--- config.mk ---
export PLATFORM = sky130hd
export DESIGN_NAME = websocket_frame_unmasker
export DESIGN_NICKNAME = d
export VERILOG_FILES = /design/src/design/wsu_pkg.sv /design/src/design/wsu_front.sv /design/src/design/wsu_queue.sv /design/src/design/wsu_back.sv /design/src/design/websocket_frame_unmasker.sv
export VERILOG_INCLUDE_DIRS = /design/src /design/src/design
export SDC_FILE = /design/constraint.sdc
export NUM_CORES = 1
export LEC_CHECK = 0
export BUFFER_PORTS_ARGS = -buffer_cell sky130_fd_sc_hd__buf_4
export CAP_MARGIN = 10
export CELL_PAD_IN_SITES_DETAIL_PLACEMENT = 2
export CELL_PAD_IN_SITES_GLOBAL_PLACEMENT = 2
export CORE_UTILIZATION = 35
export DETAILED_ROUTE_END_ITERATION = 8
export HOLD_SLACK_MARGIN = 0.15
export PLACE_DENSITY = 0.69
export SETUP_SLACK_MARGIN = 0.15
export SLEW_MARGIN = 0
export SYNTH_ARGS = -nofsm -noshare
export SYNTH_HDL_FRONTEND = slang
export SYNTH_SLANG_ARGS = --single-unit
--- constraint.sdc ---
create_clock -name clk -period 4.16 [get_ports clk]
set_input_delay 0.832 -clock clk [delete_from_list [all_inputs] [get_ports clk]]
set_output_delay 0.832 -clock clk [all_outputs]
set_load 0.05 [all_outputs]
--- src/design/websocket_frame_unmasker_assert.svh ---
// assertion macros for the top module, which checks itself
`ifndef WEBSOCKET_FRAME_UNMASKER_ASSERT_SVH
`define WEBSOCKET_FRAME_UNMASKER_ASSERT_SVH

// same-cycle implication
`define WSU_ASSERT_NOW(name, ante, cons, msg) \
  name: assert property (@(posedge clk) disable iff (!rst_n) (ante) |-> (cons)) \
    else $error(msg);

// next-cycle implication
`define WSU_ASSERT_NEXT(name, ante, cons, msg) \
  name: assert property (@(posedge clk) disable iff (!rst_n) (ante) |=> (cons)) \
    else $error(msg);

`endif

--- src/design/wsu_pkg.sv ---
package wsu_pkg;

  localparam logic [7:0] OPC_TEXT = 8'h81;
  localparam logic [7:0] OPC_PING = 8'h89;
  localparam logic [7:0] OPC_PONG = 8'h8a;
  localparam logic [7:0] LEN_MASK = 8'h7f;
  localparam logic [7:0] LEN_EXT16 = 8'd126;

  localparam int QDEPTH = 4;
  localparam int QPTR_W = $clog2(QDEPTH);
  localparam int QCNT_W = $clog2(QDEPTH + 1);

  typedef enum logic [2:0] {
    PH_OPCODE  = 3'd0,
    PH_LENGTH  = 3'd1,
    PH_EXTLEN  = 3'd2,
    PH_MASK    = 3'd3,
    PH_PAYLOAD = 3'd4
  } phase_t;

  typedef enum logic [1:0] {
    CLS_DISCARD = 2'd0,
    CLS_TEXT    = 2'd1,
    CLS_PING    = 2'd2
  } frame_class_t;

  typedef enum logic [1:0] {
    CMD_PASS = 2'd0,
    CMD_XOR  = 2'd1,
    CMD_KEY  = 2'd2
  } cmd_op_t;

  typedef struct packed {
    cmd_op_t    op;
    logic       emit;
    logic [1:0] idx;
    logic [7:0] data;
    logic       kind;
    logic       last;
  } cmd_t;

  typedef struct packed {
    logic [7:0] data_byte;
    logic       frame_start;
  } in_item_t;

  typedef struct packed {
    logic [7:0] out_byte;
    logic       kind;
    logic       last;
  } out_item_t;

endpackage

--- src/design/wsu_front.sv ---
module wsu_front (
  input  logic              clk,
  input  logic              rst_n,
  input  logic              acc,
  input  wsu_pkg::in_item_t in_item,
  output logic              push,
  output wsu_pkg::cmd_t     cmd
);

  wsu_pkg::phase_t       phase_r, phase_nxt, cur_phase;
  wsu_pkg::frame_class_t class_r, class_nxt;
  logic [15:0]           len_r, len_nxt;
  logic [15:0]           cnt_r, cnt_nxt;
  logic [1:0]            hdr_r, hdr_nxt;
  logic [15:0]           cnt_inc;
  logic [7:0]            b;
  logic                  is_ping;

  always_ff @(posedge clk) begin
    if (!rst_n) begin
      phase_r <= wsu_pkg::PH_OPCODE;
      class_r <= wsu_pkg::CLS_DISCARD;
      len_r   <= '0;
      cnt_r   <= '0;
      hdr_r   <= '0;
    end else begin
      phase_r <= phase_nxt;
      class_r <= class_nxt;
      len_r   <= len_nxt;
      cnt_r   <= cnt_nxt;
      hdr_r   <= hdr_nxt;
    end
  end

  always_comb begin
    b         = in_item.data_byte;
    cur_phase = in_item.frame_start ? wsu_pkg::PH_OPCODE : phase_r;
    is_ping   = (class_r == wsu_pkg::CLS_PING);
    cnt_inc   = cnt_r + 16'd1;
    phase_nxt = phase_r;
    class_nxt = class_r;
    len_nxt   = len_r;
    cnt_nxt   = cnt_r;
    hdr_nxt   = hdr_r;
    push      = 1'b0;
    cmd.op    = wsu_pkg::CMD_PASS;
    cmd.emit  = 1'b1;
    cmd.idx   = 2'd0;
    cmd.data  = b;
    cmd.kind  = is_ping;
    cmd.last  = 1'b0;
    if (acc) begin
      unique case (cur_phase)
        wsu_pkg::PH_OPCODE: begin
          if (b == wsu_pkg::OPC_TEXT) begin
            class_nxt = wsu_pkg::CLS_TEXT;
          end else if (b == wsu_pkg::OPC_PING) begin
            class_nxt = wsu_pkg::CLS_PING;
          end else begin
            class_nxt = wsu_pkg::CLS_DISCARD;
          end
          len_nxt   = '0;
          cnt_nxt   = '0;
          hdr_nxt   = '0;
          push      = (b == wsu_pkg::OPC_PING);
          cmd.data  = wsu_pkg::OPC_PONG;
          cmd.kind  = 1'b1;
          phase_nxt = wsu_pkg::PH_LENGTH;
        end
        wsu_pkg::PH_LENGTH: begin
          push    = is_ping;
          hdr_nxt = '0;
          if ((b & wsu_pkg::LEN_MASK) >= wsu_pkg::LEN_EXT16) begin
            phase_nxt = wsu_pkg::PH_EXTLEN;
          end else begin
            len_nxt   = {9'd0, b[6:0]};
            phase_nxt = wsu_pkg::PH_MASK;
          end
        end
        wsu_pkg::PH_EXTLEN: begin
          push = is_ping;
          if (hdr_r == 2'd0) begin
            len_nxt = {b, 8'h00};
            hdr_nxt = 2'd1;
          end else begin
            len_nxt   = {len_r[15:8], b};
            hdr_nxt   = 2'd0;
            phase_nxt = wsu_pkg::PH_MASK;
          end
        end
        wsu_pkg::PH_MASK: begin
          push     = is_ping || (class_r == wsu_pkg::CLS_TEXT);
          cmd.op   = wsu_pkg::CMD_KEY;
          cmd.emit = is_ping;
          cmd.idx  = hdr_r;
          cmd.last = (hdr_r == 2'd3) && (len_r == 16'd0);
          if (hdr_r == 2'd3) begin
            hdr_nxt   = 2'd0;
            cnt_nxt   = '0;
            phase_nxt = (len_r == 16'd0) ? wsu_pkg::PH_OPCODE : wsu_pkg::PH_PAYLOAD;
          end else begin
            hdr_nxt = hdr_r + 2'd1;
          end
        end
        wsu_pkg::PH_PAYLOAD: begin
          push     = (class_r != wsu_pkg::CLS_DISCARD);
          cmd.op   = (class_r == wsu_pkg::CLS_TEXT) ? wsu_pkg::CMD_XOR : wsu_pkg::CMD_PASS;
          cmd.idx  = cnt_r[1:0];
          cmd.last = (cnt_inc >= len_r);
          cnt_nxt  = cnt_inc;
          if (cnt_inc >= len_r) begin
            phase_nxt = wsu_pkg::PH_OPCODE;
          end
        end
        default: begin
          phase_nxt = wsu_pkg::PH_OPCODE;
        end
      endcase
    end
  end

endmodule

--- src/design/wsu_queue.sv ---
module wsu_queue (
  input  logic          clk,
  input  logic          rst_n,
  input  logic          push,
  input  wsu_pkg::cmd_t push_cmd,
  input  logic          pop,
  output wsu_pkg::cmd_t head,
  output logic          full,
  output logic          empty
);

  wsu_pkg::cmd_t                mem_r [wsu_pkg::QDEPTH];
  logic [wsu_pkg::QPTR_W-1:0]   wr_ptr_r, wr_ptr_nxt;
  logic [wsu_pkg::QPTR_W-1:0]   rd_ptr_r, rd_ptr_nxt;
  logic [wsu_pkg::QCNT_W-1:0]   cnt_r, cnt_nxt;

  localparam logic [wsu_pkg::QCNT_W-1:0] CNT_FULL = wsu_pkg::QCNT_W'(wsu_pkg::QDEPTH);
  localparam logic [wsu_pkg::QPTR_W-1:0] PTR_LAST = wsu_pkg::QPTR_W'(wsu_pkg::QDEPTH - 1);

  assign full  = (cnt_r == CNT_FULL);
  assign empty = (cnt_r == '0);
  assign head  = mem_r[rd_ptr_r];

  always_comb begin
    wr_ptr_nxt = wr_ptr_r;
    rd_ptr_nxt = rd_ptr_r;
    cnt_nxt    = cnt_r;
    if (push) begin
      wr_ptr_nxt = (wr_ptr_r == PTR_LAST) ? '0 : wr_ptr_r + 1'b1;
    end
    if (pop) begin
      rd_ptr_nxt = (rd_ptr_r == PTR_LAST) ? '0 : rd_ptr_r + 1'b1;
    end
    if (push && !pop) begin
      cnt_nxt = cnt_r + 1'b1;
    end else if (pop && !push) begin
      cnt_nxt = cnt_r - 1'b1;
    end
  end

  always_ff @(posedge clk) begin
    if (!rst_n) begin
      wr_ptr_r <= '0;
      rd_ptr_r <= '0;
      cnt_r    <= '0;
    end else begin
      wr_ptr_r <= wr_ptr_nxt;
      rd_ptr_r <= rd_ptr_nxt;
      cnt_r    <= cnt_nxt;
    end
  end

  always_ff @(posedge clk) begin
    if (push) begin
      mem_r[wr_ptr_r] <= push_cmd;
    end
  end

endmodule

--- src/design/wsu_back.sv ---
module wsu_back (
  input  logic               clk,
  input  logic               rst_n,
  input  wsu_pkg::cmd_t      head,
  input  logic               empty,
  output logic               pop,
  output logic               out_valid,
  input  logic               out_stall,
  output wsu_pkg::out_item_t out_data
);

  logic [7:0]         key_r [4];
  logic               valid_r, valid_nxt;
  wsu_pkg::out_item_t data_r, data_nxt;

  assign pop       = !empty && (!valid_r || !out_stall);
  assign out_valid = valid_r;
  assign out_data  = data_r;

  always_comb begin
    valid_nxt = valid_r && out_stall;
    data_nxt  = data_r;
    if (pop) begin
      valid_nxt     = head.emit;
      data_nxt.kind = head.kind;
      data_nxt.last = head.last;
      case (head.op)
        wsu_pkg::CMD_XOR: data_nxt.out_byte = head.data ^ key_r[head.idx];
        default:          data_nxt.out_byte = head.data;
      endcase
    end
  end

  always_ff @(posedge clk) begin
    if (!rst_n) begin
      valid_r <= 1'b0;
    end else begin
      valid_r <= valid_nxt;
    end
  end

  always_ff @(posedge clk) begin
    data_r <= data_nxt;
    if (pop && (head.op == wsu_pkg::CMD_KEY)) begin
      key_r[head.idx] <= head.data;
    end
  end

endmodule

--- src/design/websocket_frame_unmasker.sv ---
// path: a queued byte passes the command queue, then the output register; out_stall holds it
// throughput: one byte per cycle while in_stall is low; 4-entry command queue, output register
// in_stall rises only when the command queue is full
// reset: synchronous active-low rst_n returns the parser to waiting for an opcode byte
// and empties the queue and output register
module websocket_frame_unmasker (
  input  logic               clk,
  input  logic               rst_n,
  input  logic               in_valid,
  output logic               in_stall,
  input  wsu_pkg::in_item_t  in_data,
  output logic               out_valid,
  input  logic               out_stall,
  output wsu_pkg::out_item_t out_data
);

`include "websocket_frame_unmasker_assert.svh"

  logic          in_acc;
  logic          q_push, q_pop, q_full, q_empty;
  logic          opc_non_ping;
  wsu_pkg::cmd_t f_cmd, q_head;

  assign in_stall = q_full;
  assign in_acc   = in_valid && !in_stall;
  assign opc_non_ping = in_acc && in_data.frame_start &&
                        (in_data.data_byte != wsu_pkg::OPC_PING);

  wsu_front u_front (
    .clk     (clk),
    .rst_n   (rst_n),
    .acc     (in_acc),
    .in_item (in_data),
    .push    (q_push),
    .cmd     (f_cmd)
  );

  wsu_queue u_queue (
    .clk      (clk),
    .rst_n    (rst_n),
    .push     (q_push),
    .push_cmd (f_cmd),
    .pop      (q_pop),
    .head     (q_head),
    .full     (q_full),
    .empty    (q_empty)
  );

  wsu_back u_back (
    .clk       (clk),
    .rst_n     (rst_n),
    .head      (q_head),
    .empty     (q_empty),
    .pop       (q_pop),
    .out_valid (out_valid),
    .out_stall (out_stall),
    .out_data  (out_data)
  );

  `WSU_ASSERT_NOW(a_no_overflow, q_full, !q_push, "push into full queue")
  `WSU_ASSERT_NOW(a_no_underflow, q_empty, !q_pop, "pop from empty queue")
  `WSU_ASSERT_NOW(a_opcode_only_ping, opc_non_ping, !q_push, "non-ping opcode queued")
  `WSU_ASSERT_NEXT(a_pop_fills_out, q_pop && q_head.emit, out_valid, "emitted command lost")

endmodule
Yosys cells after proc, flatten, opt, wreduce, memory -nomap -nowiden
Memory sizes are Yosys's and may differ from the RTL's. A register that Yosys moved wholly into a read port is not among the register bits. Cells that the tools add are included.

Register bits after elaboration: 57. Memory bits (writable): 92. Logic and storage cells: 113. Memories kept: 2.

Memory list: u_queue.mem_r (words 4, width 15, rd ports 1, clocked after memory_dff 1, write ports 1, RTL line wsu_queue.sv:12) `wsu_pkg::cmd_t mem_r [wsu_pkg::QDEPTH];`; u_back.key_r (words 4, width 8, rd ports 1, clocked after memory_dff 0, write ports 1, RTL line wsu_back.sv:12) `logic [7:0] key_r [4];`.

Add/sub/neg operators: 6. Order comparisons: 2. Equal/unequal tests: 19. Muxes and demuxes: 38. Bitwise operators: 1. Reduce and logical (&&, ||, !) cells: 32.

Operators by type and width (count): case mux 16 bit (3 select lines) (2); two-way mux 16 bit (3); two-way mux 3 bit (7); adder 16 x 1 -> 16 bit (second input constant) (1); == test 8 bit (second input constant) (2); >= comparator 16 bit (1); zero test 16 bit (1); two-way mux 15 bit (1); case mux 3 bit (5 select lines) (1); two-way mux 2 bit (7); == test 2 bit (second input constant) (5); two-way mux 1 bit (10); two-way mux 9 bit (1); nonzero test 3 bit (3); two-way mux 8 bit (1); case mux 2 bit (2 select lines) (2); AND reduction 4 bit (2); XOR 8 bit (1); >= comparator 7 bit (second input constant) (1); logical AND 1 bit (7); adder 2 x 1 -> 2 bit (second input constant) (3); == test 3 x 2 -> 1 bit (second input constant) (2); == test 3 bit (second input constant) (2); zero test 1 bit (6); other kinds (16) (26).

Logic depth before layout (Yosys ltp)
Gate-level depths: netlist (run 1).

Depth in word-level cells: 9. Gate-level depth with buffers: 13. Mapped depth without buffers: 12.

Cells and area by module
Synthesis (run 1) repeated with hierarchy kept, for this count alone.

Cells, all modules: 539. Area total of the unflattened synthesis: 6985.4 µm².

By module, submodules not included: wsu_front (times used 1, cells an instance 325, area an instance 2653.8 µm²); wsu_queue (times used 1, cells an instance 122, area an instance 2652.5 µm²); wsu_back (times used 1, cells an instance 91, area an instance 1665.3 µm²); websocket_frame_unmasker (times used 1, cells an instance 1, area an instance 13.8 µm²).

Worst setup path before layout (run 1)
OpenSTA, ideal clock, no wires.

Path type: reg2reg. From: reg u_front.cnt_r[0]. To: reg u_front.phase_r[0]. Arrival: 3.169 ns. Path slack: 0.919 ns. Cell stages (with the launch flop): 14. Path buffers: 1. Cell sequence: dfxtp_1 -> nand4_1 -> or2_1 -> clkbuf_1 -> nor3_4 -> nand3_1 -> xnor2_1 -> ha_1 -> nand4_1 -> or4_1 -> a221o_1 -> o211a_2 -> a211oi_2 -> mux2i_1.

Cells in the longest elaborated chain, start to end: 4.

RTL lines: from (decl) (RTL line wsu_front.sv:13) `logic [15:0] cnt_r, cnt_nxt;`; from (signal assigned) (RTL line wsu_front.sv:30) `cnt_r <= cnt_nxt;`; adder 16 x 1 -> 16 bit (RTL line wsu_front.sv:39) `cnt_inc = cnt_r + 16'd1;`; >= comparator 16 bit (RTL line wsu_front.sv:111) `if (cnt_inc >= len_r) begin`; inequality test 2 x 1 -> 1 bit (no line); AND reduction 4 bit (no line); to (signal assigned) (RTL line wsu_front.sv:21) `phase_r <= wsu_pkg::PH_OPCODE;`; to (signal assigned) (RTL line wsu_front.sv:27) `phase_r <= phase_nxt;`; to (decl) (RTL line wsu_front.sv:10) `wsu_pkg::phase_t phase_r, phase_nxt, cur_phase;`.

Every way passes these cells. A chain may end at the register's enable or synchronous reset.

Worst setup path in the final report (run 1)
From: reg u_front.cnt_r[0]. To: reg u_front.phase_r[2].

Same word-level chain as after synthesis.

==> impl_metrics.yaml, run 1 <==
outcome:
  status: "complete, no violations"
critical_path:
  crit_fanout: 7
  arrival_ns: 4.03
  worstSetupPathType: "flip-flop to flip-flop"
  cp.required_ns: 4.52
  critPathCaptureType: "flip-flop"
  worstSetupStartpointType: "flip-flop"
floorplan:
  dieHeight_um: 142
  ios: 25
  die_width_um: 142
  num_rows: 50
  core_um2: 19000
  dieArea_um2: 20200
  start_util_pct: 36.2
yosys:
  yosys_most_used_dff: "edfxtp_1"
  synth_area_leader_cell: "edfxtp_1"
  syn_area_um2: 6870
  ys_ff_latch: 151
  synth_common_cells: "edfxtp_1, dfxtp_1, nand2_1"
  synth_cell_types: 53
  yosysTopAreaCellShare_pct: 44.6
  yosysWarnings: 0
  yosysMostFrequentCell: "edfxtp_1"
  ys_async_sr_fraction_pct: 0
  syn_nets: 591
  synth_seq_area_share_pct: 58.9
  synth_enable_flop_cells: 102
  syn_inst: 549
  ys_top_cells_by_area: "edfxtp_1, dfxtp_1, mux4_2"
  synth.avg_cell_area_um2: 12.5
detailed_routing:
  dr.first_iter.drc_count: 114
  wl_per_cell_um: 21.2
  routed_wl_um: 18100
  drc: 0
  via_per_inst: 5.22
  first_pass_iters: 5
  vias: 4462
  ant_nets: 0
global_route:
  grt_usage_pct: 19.3
  grt_max_degree: 30
  grt_pass1_wl_um: 28400
  globalRoute.totalOverflow: 0
  grt_pass1_vias: 5029
  grt_antenna_before_repair: 0
clocking:
  cts_buffer_depth: 2
  cts_sinks: 151
  clk_pin_slew_ns: 0.07
  cts_tree: "built"
  clockRootBuffer: "clkbuf_16"
  cts_made_buffers: 17
  cts_max_level: 4
  postCtsHoldBufs: 0
  clock_latency_ns: 0.44
layout:
  fin_util_pct: 42.1
  nets: 624
  syn_to_final_growth_pct: 16.2
  ff_latch_area_um2: 4040
  drive_above_1_share_pct: 17.5
  fillers: 1901
  antenna_cells: 0
  multiInputGateArea_um2: 2600
power:
  ir_drop_uv: 291
  p_per_area_nw_per_um2: 537
  p_leak_nw: 2.84
timing:
  clock.fmax_mhz: 273
  fin_setup_tns_ns: 0
  hold_viol_final: 0
  timing.hold.ws_ns: 0.497
  drv_slew: 0
  relSlewSlack_pct: 24.5
  layout_min_cycle_time_ns: 3.66
  period_share_pct: 88.1
  rsz0062_at_grt: "false"
  setup_viol: 0
  fin_worst_skew_ns: 0.00742
  worst_pin_slew_ns: 1.12
placement:
  place_congestion: 0.756
  portBuffers: 24
  hpwl_um: 13000
flow_run:
  maxCapViolCount: 0
hold_path:
  hp-class: "flip-flop to flip-flop"
-- area by class of cell --
type                            count  share of cell area, %
Sequential cell                   151                   50.7
Multi-Input combinational cell    343                   32.6
Clock buffer                       17                   5.33
Tap cell                          260                   4.08
Timing Repair Buffer               39                   3.67
Clock inverter                     15                   2.23
Inverter                           30                   1.41
-- worst max-delay path: stages (launching register included) --
cell	delay, ns
dfxtp_1	0.47
nand4_1	0.18
or2_1	0.34
nor3_4	0.26
nand3_1	0.19
xnor2_1	0.18
ha_1	0.32
nand4_1	0.13
or4_1	0.54
a221o_1	0.27
o211a_2	0.16
a211oi_2	0.32
mux2i_1	0.23
-- logic make-up after synthesis --
group	share of synthesized area, %
DFF	58.9
AOI/OAI and AO/OA	7.94
xor gates and xnor gates	3.19
adders and majority gates	5.39
and+or+nand+nor	13.0
muxes	8.33
buffers and inverters	3.30
-- flip-flops by register name, summed over array words and instances, names as in the netlist, 3 cells and up, named ones only --
register	flops
u_front.phase_r	3
u_back.out_data	10
u_queue.mem_r	60
u_front.len_r	16
u_front.cnt_r	16
u_back.key_r	32
u_queue.cnt_r	3
-- metal layers --
metal	GRT usage (%)	share of wire, %
met5	0	0
met4	6.34	1.4
met3	4.14	2.6
met2	37.2	56
met1	20.8	40
-- per-stage QoR --
| stage | std cells | setup WS, ns | power (mW) | area [um^2] |
|---|---|---|---|---|
| CTS | 855 | 0.329 | 4.34 | 7980 |
| detailed placement | 823 | 0.387 | 2.72 | 7370 |
| global placement | 823 | 0.722 | 2.68 | 7370 |
| floorplan | 549 | 0.919 | 2.45 | 6870 |
| global route | 855 | 0.264 | 4.45 | 7980 |
| finish | 855 | 0.496 | 4.28 | 7980 |
-- worst paths after layout --
check	to	from	cells after the start	slack [ns]
setup / recovery	u_front.phase_r[2]	u_front.cnt_r[0]	12	0.50
hold / removal	u_front.len_r[1]	u_front.len_r[1]	2	0.50
setup reg to reg	u_front.phase_r[2]	u_front.cnt_r[0]	12	0.50
hold reg to reg	u_front.len_r[1]	u_front.len_r[1]	2	0.50
-- report_power, final --
| group | internal, mW | switching (mW) |
|---|---|---|
| Clock | 0.909 | 0.693 |
| Combinational | 0.284 | 0.566 |
| Sequential | 1.76 | 0.0654 |
-- timing repair --
action | in CTS | in global routing
gates resized for setup | 0 | 1
endpoints found under the setup margin | 0 | 4
setup buffers | 0 | 0
-- cells in the final DEF (no fill, tap or decap), types with 10 or more instances in the layout --
cell and n:
nor3_1 11, dfxtp_1 49, nand2_1 46, buf_4 39, xor2_1 10, edfxtp_1 102, clkbuf_16 17, xnor2_1 15
nand3_1 22, and2_1 10, a21oi_1 29, o21ai_0 22, inv_1 30, ha_1 28, mux4_2 22, nor2_1 34
No activity file was read; power rests on OpenSTA's default activity.
==> inputs of run 2 (changes only) <==
--- a/config.mk
+++ b/config.mk
@@ -14,6 +14,7 @@
 export DETAILED_ROUTE_END_ITERATION = 8
 export HOLD_SLACK_MARGIN = 0.15
 export PLACE_DENSITY = 0.69
+export REMOVE_ABC_BUFFERS = 1
 export SETUP_SLACK_MARGIN = 0.15
 export SLEW_MARGIN = 0
 export SYNTH_ARGS = -nofsm -noshare
==> constraint.sdc (replaced) <==
create_clock -name clk -period 4.2 [get_ports clk]
set_input_delay 0.84 -clock clk [delete_from_list [all_inputs] [get_ports clk]]
set_output_delay 0.84 -clock clk [all_outputs]
set_load 0.05 [all_outputs]
==> run 2 against run 1 <==
Compared with the run above: combinational power is 1% lower; die area unchanged; critical path type unchanged; highest routed layer unchanged; global-route usage is 0.28 points lower; clock skew up 0.0075 ns; sequential power about the same; cell count grew 0.12%; maximum frequency up 1.0%; largest power group unchanged; largest cell class unchanged.
==> impl_metrics.yaml, run 2 (synthesis results as in run 1) <==
outcome:
  status: "complete, no violations"
clocking:
  clockRootBuffer: "clkbuf_16"
  cts_setup_buffers: 0
  clk_pin_slew_ns: 0.07
  cts_sinks: 151
  cts_max_level: 4
  cts_tree: "built"
  cts_made_buffers: 17
  cts_resized: 0
  postCtsHoldBufs: 0
  clock_latency_ns: 0.43
  cts_buffer_depth: 2
placement:
  place_congestion: 0.748
  portBuffers: 24
  hpwl_um: 12600
  placed_area_um2: 7380
layout:
  final_common_cell: "edfxtp_1"
  largest_reg_flops: 60
  largest_register: "u_queue.mem_r"
  layout_common_cells: "edfxtp_1, dfxtp_1, nand2_1"
  nets: 625
  fin_util_pct: 42.0
  antenna_cells: 0
  top_regs: "u_queue.mem_r: 60 flops, u_back.key_r: 32 flops"
  syn_to_final_growth_pct: 15.9
  drive_above_1_share_pct: 17.4
  final_area_um2: 7960
critical_path:
  cp_slowest_stage_delay_ns: 0.54
  worstSetupPathType: "flip-flop to flip-flop"
  startpoint: "u_front.cnt_r[0]"
  worstSetupStartpointType: "flip-flop"
  worstReg2RegStart: "u_front.cnt_r[0]"
  crit_family: "simple AND/OR/NAND/NOR gates"
  critPathCaptureType: "flip-flop"
  crit_fanout: 7
  arrival_ns: 3.87
  cp_slowest_cell: "or4_1"
  crit_buf_inv: 0
  crit_chain: "nand4_1, or2_1, nor3_4, nand3_1, xnor2_1, ha_1, nand4_1, or4_1, a221o_1, o211a_2, o22a_2, nor2_1"
  crit_top_cell: "nand4_1"
  cp.required_ns: 4.44
detailed_routing:
  ant_nets: 0
  vias: 4500
  top_layer_used: "met4"
  wl_per_cell_um: 20.6
  dr.first_iter.drc_count: 153
  drc: 0
  met3_length_um: 403
  routed_wl_um: 17600
  wl_met1_um: 7240
  via_per_inst: 5.26
  dr_wl_met2_um: 9680
  first_pass_iters: 4
global_route:
  grt_usage_pct: 19.0
  grt_pass1_vias: 5151
  grt_antenna_before_repair: 0
  grt_max_degree: 30
  globalRoute.totalOverflow: 0
  grt_pass1_wl_um: 28200
hold_path:
  hp-class: "flip-flop to flip-flop"
  min_from: "u_front.len_r[5]"
timing:
  drv_slew: 0
  fin_worst_skew_ns: 0.0149
  worst_pin_slew_ns: 0.853
  hold_viol_final: 0
  period_share_pct: 86.3
  layout_min_cycle_time_ns: 3.63
  fin_setup_tns_ns: 0
  rsz0062_at_grt: "false"
  setup_viol: 0
  relSlewSlack_pct: 42.9
  clock.fmax_mhz: 276
floorplan:
  num_rows: 50
  die_width_um: 142
  start_util_pct: 36.2
  core_um2: 19000
  dieHeight_um: 142
  dieArea_um2: 20200
  ios: 25
power:
  p_leak_nw: 2.83
  p_per_area_nw_per_um2: 521
  ir_drop_uv: 286
flow_run:
  maxCapViolCount: 0
run 2: changes by cell type in the layout (fill, tap and decap cells not counted):
cell and delta:
nor2_1 +1, inv_8 +1, buf_4 +1, inv_6 -3, nor2_2 -1, clkinv_4 +2
clkinv_8 +2, bufinv_16 -2
run 2: worst register-to-register path: stages, from the launching register on:
cell	delay, ns
dfxtp_1	0.47
nand4_1	0.16
or2_1	0.33
nor3_4	0.27
nand3_1	0.20
xnor2_1	0.17
ha_1	0.32
nand4_1	0.13
or4_1	0.54
a221o_1	0.27
o211a_2	0.16
o22a_2	0.23
nor2_1	0.19
run 2: per-stage QoR:
stage          hold slack (ns)  total power [mW]  setup WS, ns  cells
6_report                 0.504              4.15         0.574    856
5_1_grt                  0.532              4.32         0.315    856
4_1_cts                  0.508              4.20         0.567    856
3_5_place_dp             0.499              2.69         0.584    824
3_3_place_gp             0.469              2.65         0.684    824
2_1_floorplan            0.449              2.40         0.953    524
run 2: power by group:
part	internal [mW]	switching (mW)	leakage, nW
clock	0.791	0.702	0.280
combinational	0.284	0.554	1.18
sequential	1.75	0.0692	1.38
total	2.82	1.33	2.83
run 2: per-layer routing:
layer | vias up | track usage, %
met4 | 0 | 7.07
met1 | 2319 | 20.5
met3 | 22 | 3.60
li1 | 2109 | -
met2 | 50 | 36.5
met5 | - | 0
run 2: worst paths after layout:
kind                                       endpoint  slack [ns]  cells past startpoint
worst min register to register     u_front.len_r[5]        0.50                      2
worst max-delay path            u_queue.mem_r[1][0]        0.57                     12
worst min-delay path               u_front.len_r[5]        0.50                      2
worst max register to register  u_queue.mem_r[1][0]        0.57                     12
run 2: area by class of cell:
cell class                      count  area, um^2
Timing Repair Buffer               40         300
Clock buffer                       17         425
Sequential cell                   151        4040
Multi-Input combinational cell    343        2600
Tap cell                          260         325
Clock inverter                     15         153
Fill cell                        1919       11000
Inverter                           30         113
==> inputs of run 3 (changes only) <==
--- a/config.mk
+++ b/config.mk
@@ -6,6 +6,7 @@
 export SDC_FILE = /design/constraint.sdc
 export NUM_CORES = 1
 export LEC_CHECK = 0
+export ABC_AREA = 1
 export BUFFER_PORTS_ARGS = -buffer_cell sky130_fd_sc_hd__buf_4
 export CAP_MARGIN = 10
 export CELL_PAD_IN_SITES_DETAIL_PLACEMENT = 2
@@ -13,7 +14,7 @@
 export CORE_UTILIZATION = 35
 export DETAILED_ROUTE_END_ITERATION = 8
 export HOLD_SLACK_MARGIN = 0.15
-export PLACE_DENSITY = 0.69
+export PLACE_DENSITY = 0.75
 export REMOVE_ABC_BUFFERS = 1
 export SETUP_SLACK_MARGIN = 0.15
 export SLEW_MARGIN = 0
==> constraint.sdc (replaced) <==
create_clock -name clk -period 3.66 [get_ports clk]
set_input_delay 0.732 -clock clk [delete_from_list [all_inputs] [get_ports clk]]
set_output_delay 0.732 -clock clk [all_outputs]
set_load 0.05 [all_outputs]
==> run 3 against run 2 <==
Compared with the run above: maximum frequency grew 26%; register-to-register slack better by 0.20 ns; combinational power rose by 120%; global-route usage increased by 0.96 points; routed wire length grew 13%; final area grew 3.6%; hold slack lost 0.041 ns; critical path depth is 6 higher; setup slack improved by 0.20 ns; area after synthesis increased by 4.9%; critical endpoint is now u_queue.mem_r[0][0]; sequential cell count unchanged; critical path type unchanged.
==> impl_metrics.yaml, run 3 <==
yosys:
  synth_area_leader_cell: "edfxtp_1"
  ys_ff_latch: 151
  synth.avg_cell_area_um2: 9.19
  syn_inst: 784
  synth_seq_area_share_pct: 56.1
  yosysMostFrequentCell: "nand2_1"
  synth_cell_types: 38
  yosysWarnings: 0
  yosys_most_used_dff: "edfxtp_1"
  synth_enable_flop_cells: 102
  syn_area_um2: 7210
  yosysTopAreaCellShare_pct: 42.5
  synth_common_cells: "nand2_1, edfxtp_1, inv_1"
  ys_top_cells_by_area: "edfxtp_1, dfxtp_1, nand2_1"
  ys_async_sr_fraction_pct: 0
power:
  p_leak_nw: 3.30
  p_per_area_nw_per_um2: 698
  ir_drop_uv: 348
timing:
  fin_setup_tns_ns: 0
  clock.fmax_mhz: 347
  worst_pin_slew_ns: 0.662
  finalWorstSetupSlack_ns: 0.774
  fin_worst_skew_ns: 0.0125
  setup_viol: 0
  hold_viol_final: 0
  layout_min_cycle_time_ns: 2.89
  timing.hold.ws_ns: 0.463
  rsz0062_at_grt: "false"
  relSlewSlack_pct: 55.5
  period_share_pct: 78.8
  drv_slew: 0
clocking:
  cts_buffer_depth: 2
  cts_made_buffers: 17
  clock_latency_ns: 0.43
  cts_sinks: 151
  cts_resized: 0
  postCtsHoldBufs: 0
  cts_setup_buffers: 0
  cts_tree: "built"
  clockRootBuffer: "clkbuf_16"
  clk_pin_slew_ns: 0.06
  cts_max_level: 4
critical_path:
  crit_fanout: 5
  worstReg2RegStart: "u_front.cnt_r[0]"
  crit_top_cell: "nand2_1"
  cp_slowest_stage_delay_ns: 0.40
  cp.required_ns: 3.86
  worstSetupStartpointType: "flip-flop"
  crit_buf_inv: 3
  r2r-end: "u_queue.mem_r[0][0]"
  arrival_ns: 3.08
  critPathCaptureType: "flip-flop"
  worstSetupPathType: "flip-flop to flip-flop"
  crit_chain: "ha_1, nand3_1, inv_1, nand2_1, nor2_1, xor2_1, inv_1, ha_1, nand2_1, inv_1, nand2_1, nor2_1, nor2_1, nand2_1, nand2_1, nand2_1, nand2_1, a21oi_1"
  reg2regPathDepth: 18
  crit_family: "simple AND/OR/NAND/NOR gates"
  rrSetupSlack_ns: 0.77
  cp_slowest_cell: "dfxtp_1"
layout:
  nets: 862
  instances_no_fill: 1103
  largest_reg_flops: 60
  final_common_cell: "nand2_1"
  largest_register: "u_queue.mem_r"
  top_regs: "u_queue.mem_r: 60 flops, u_back.key_r: 32 flops"
  syn_to_final_growth_pct: 14.4
  layout_common_cells: "nand2_1, edfxtp_1, inv_1"
  drive_above_1_share_pct: 11.4
  antenna_cells: 0
  final_area_um2: 8250
detailed_routing:
  ant_nets: 0
  wl_per_cell_um: 18.0
  vias: 5499
  routed_wl_um: 19900
  via_per_inst: 4.99
  drc: 0
  first_pass_iters: 4
  dr.first_iter.drc_count: 139
floorplan:
  core_um2: 20200
  start_util_pct: 35.6
  dieArea_um2: 21200
  dieHeight_um: 145
  ios: 25
  num_rows: 52
  die_width_um: 145
global_route:
  grt_pass1_wl_um: 32900
  grt_antenna_before_repair: 0
  grt_pass1_vias: 6251
  grt_max_degree: 36
  grt_usage_pct: 20.0
  globalRoute.totalOverflow: 0
placement:
  placed_area_um2: 7680
  dpl.cell_count: 1071
  place_congestion: 0.790
  hpwl_um: 14000
  place_ws_ns: 0.742
  portBuffers: 24
hold_path:
  hp-class: "flip-flop to flip-flop"
  min_from: "u_front.len_r[15]"
  worstHoldEndpoint: "u_front.len_r[15]"
  holdPathStages: 2
flow_run:
  maxCapViolCount: 0
outcome:
  status: "complete, no violations"
==> run 3: cell types whose count changed in the layout (fill, tap and decap cells not counted), moves of 7 or more <==
cell     previous run  this run
a32oi_1             0         8
inv_1              30        92
nand2_1            46       222
a21oi_1            29        60
and2_1             10         0
inv_2               0         7
nand3_1            22        48
mux4_2             22         0
a22o_1              8         0
nor2_1             35        63
xnor2_1            15         4
==> run 3: final cells by class <==
cell class	instances	area, um^2
flip-flops and latches	151	4040
repair buffers	37	278
fillers	2211	12000
well taps	270	338
multi-input cells	511	2640
clock inverters	13	128
inverters	102	388
clock buffers	19	433
==> run 3: worst max path at each step <==
stage / startpoint / endpoint / slack, ns / cells after the start
2_1_floorplan: flip-flop / u_back.key_r[1][0] / 0.93 / 6
3_3_place_gp: in_data[0] / u_queue.cnt_r[2] / 0.90 / 16
3_5_place_dp: in_data[0] / u_queue.cnt_r[2] / 0.74 / 15
4_1_cts: u_front.cnt_r[0] / u_queue.mem_r[3][0] / 0.74 / 18
5_1_grt: u_front.cnt_r[0] / u_queue.mem_r[2][0] / 0.50 / 18
6_report: u_front.cnt_r[0] / u_queue.mem_r[0][0] / 0.77 / 18
==> run 3: cells by family after synthesis <==
kind of cell / count (synthesis) / share of synthesized area, %
adders and majority gates: 29 / 5.14
xor gates and xnor gates: 14 / 1.70
DFF: 151 / 56.1
buffers and inverters: 122 / 7.28
and+or+nand+nor: 370 / 22.2
AOI/OAI and AO/OA: 98 / 7.55
==> run 3: where the power goes <==
part	switching (mW)	total, mW	internal [mW]	leakage, nW
Combinational	1.38	1.85	0.470	1.71
Sequential	0.0838	2.20	2.11	1.33
Clock	0.709	1.71	0.997	0.266
Total	2.17	5.75	3.58	3.30
==> run 3: metal layers <==
metal | vias to the layer above | part of all wire [%] | routed length (um) | GRT usage, %
li1 | 2659 | - | - | -
met1 | 2754 | 42 | 8420 | 22.4
met2 | 60 | 54 | 10800 | 38.5
met3 | 26 | 2.2 | 440 | 3.13
met4 | 0 | 1.3 | 259 | 6.21
met5 | - | 0 | 0 | 0
==> run 3: per-stage QoR <==
step	utilization, %	power [mW]
CTS	40.7	5.85
finish	40.7	5.75
global placement	38.0	3.96
floorplan	-	3.45
global route	40.7	6.09
detailed placement	38.0	4.13
==> run 3: worst reg2reg max path, stage by stage (launching register included) <==
cell     delay, ns
dfxtp_1       0.40
ha_1          0.22
nand3_1       0.15
inv_1         0.14
nand2_1       0.06
nor2_1        0.15
xor2_1        0.18
inv_1         0.08
ha_1          0.28
nand2_1       0.07
inv_1         0.08
nand2_1       0.06
nor2_1        0.10
nor2_1        0.05
nand2_1       0.09
nand2_1       0.10
nand2_1       0.08
nand2_1       0.05
a21oi_1       0.33
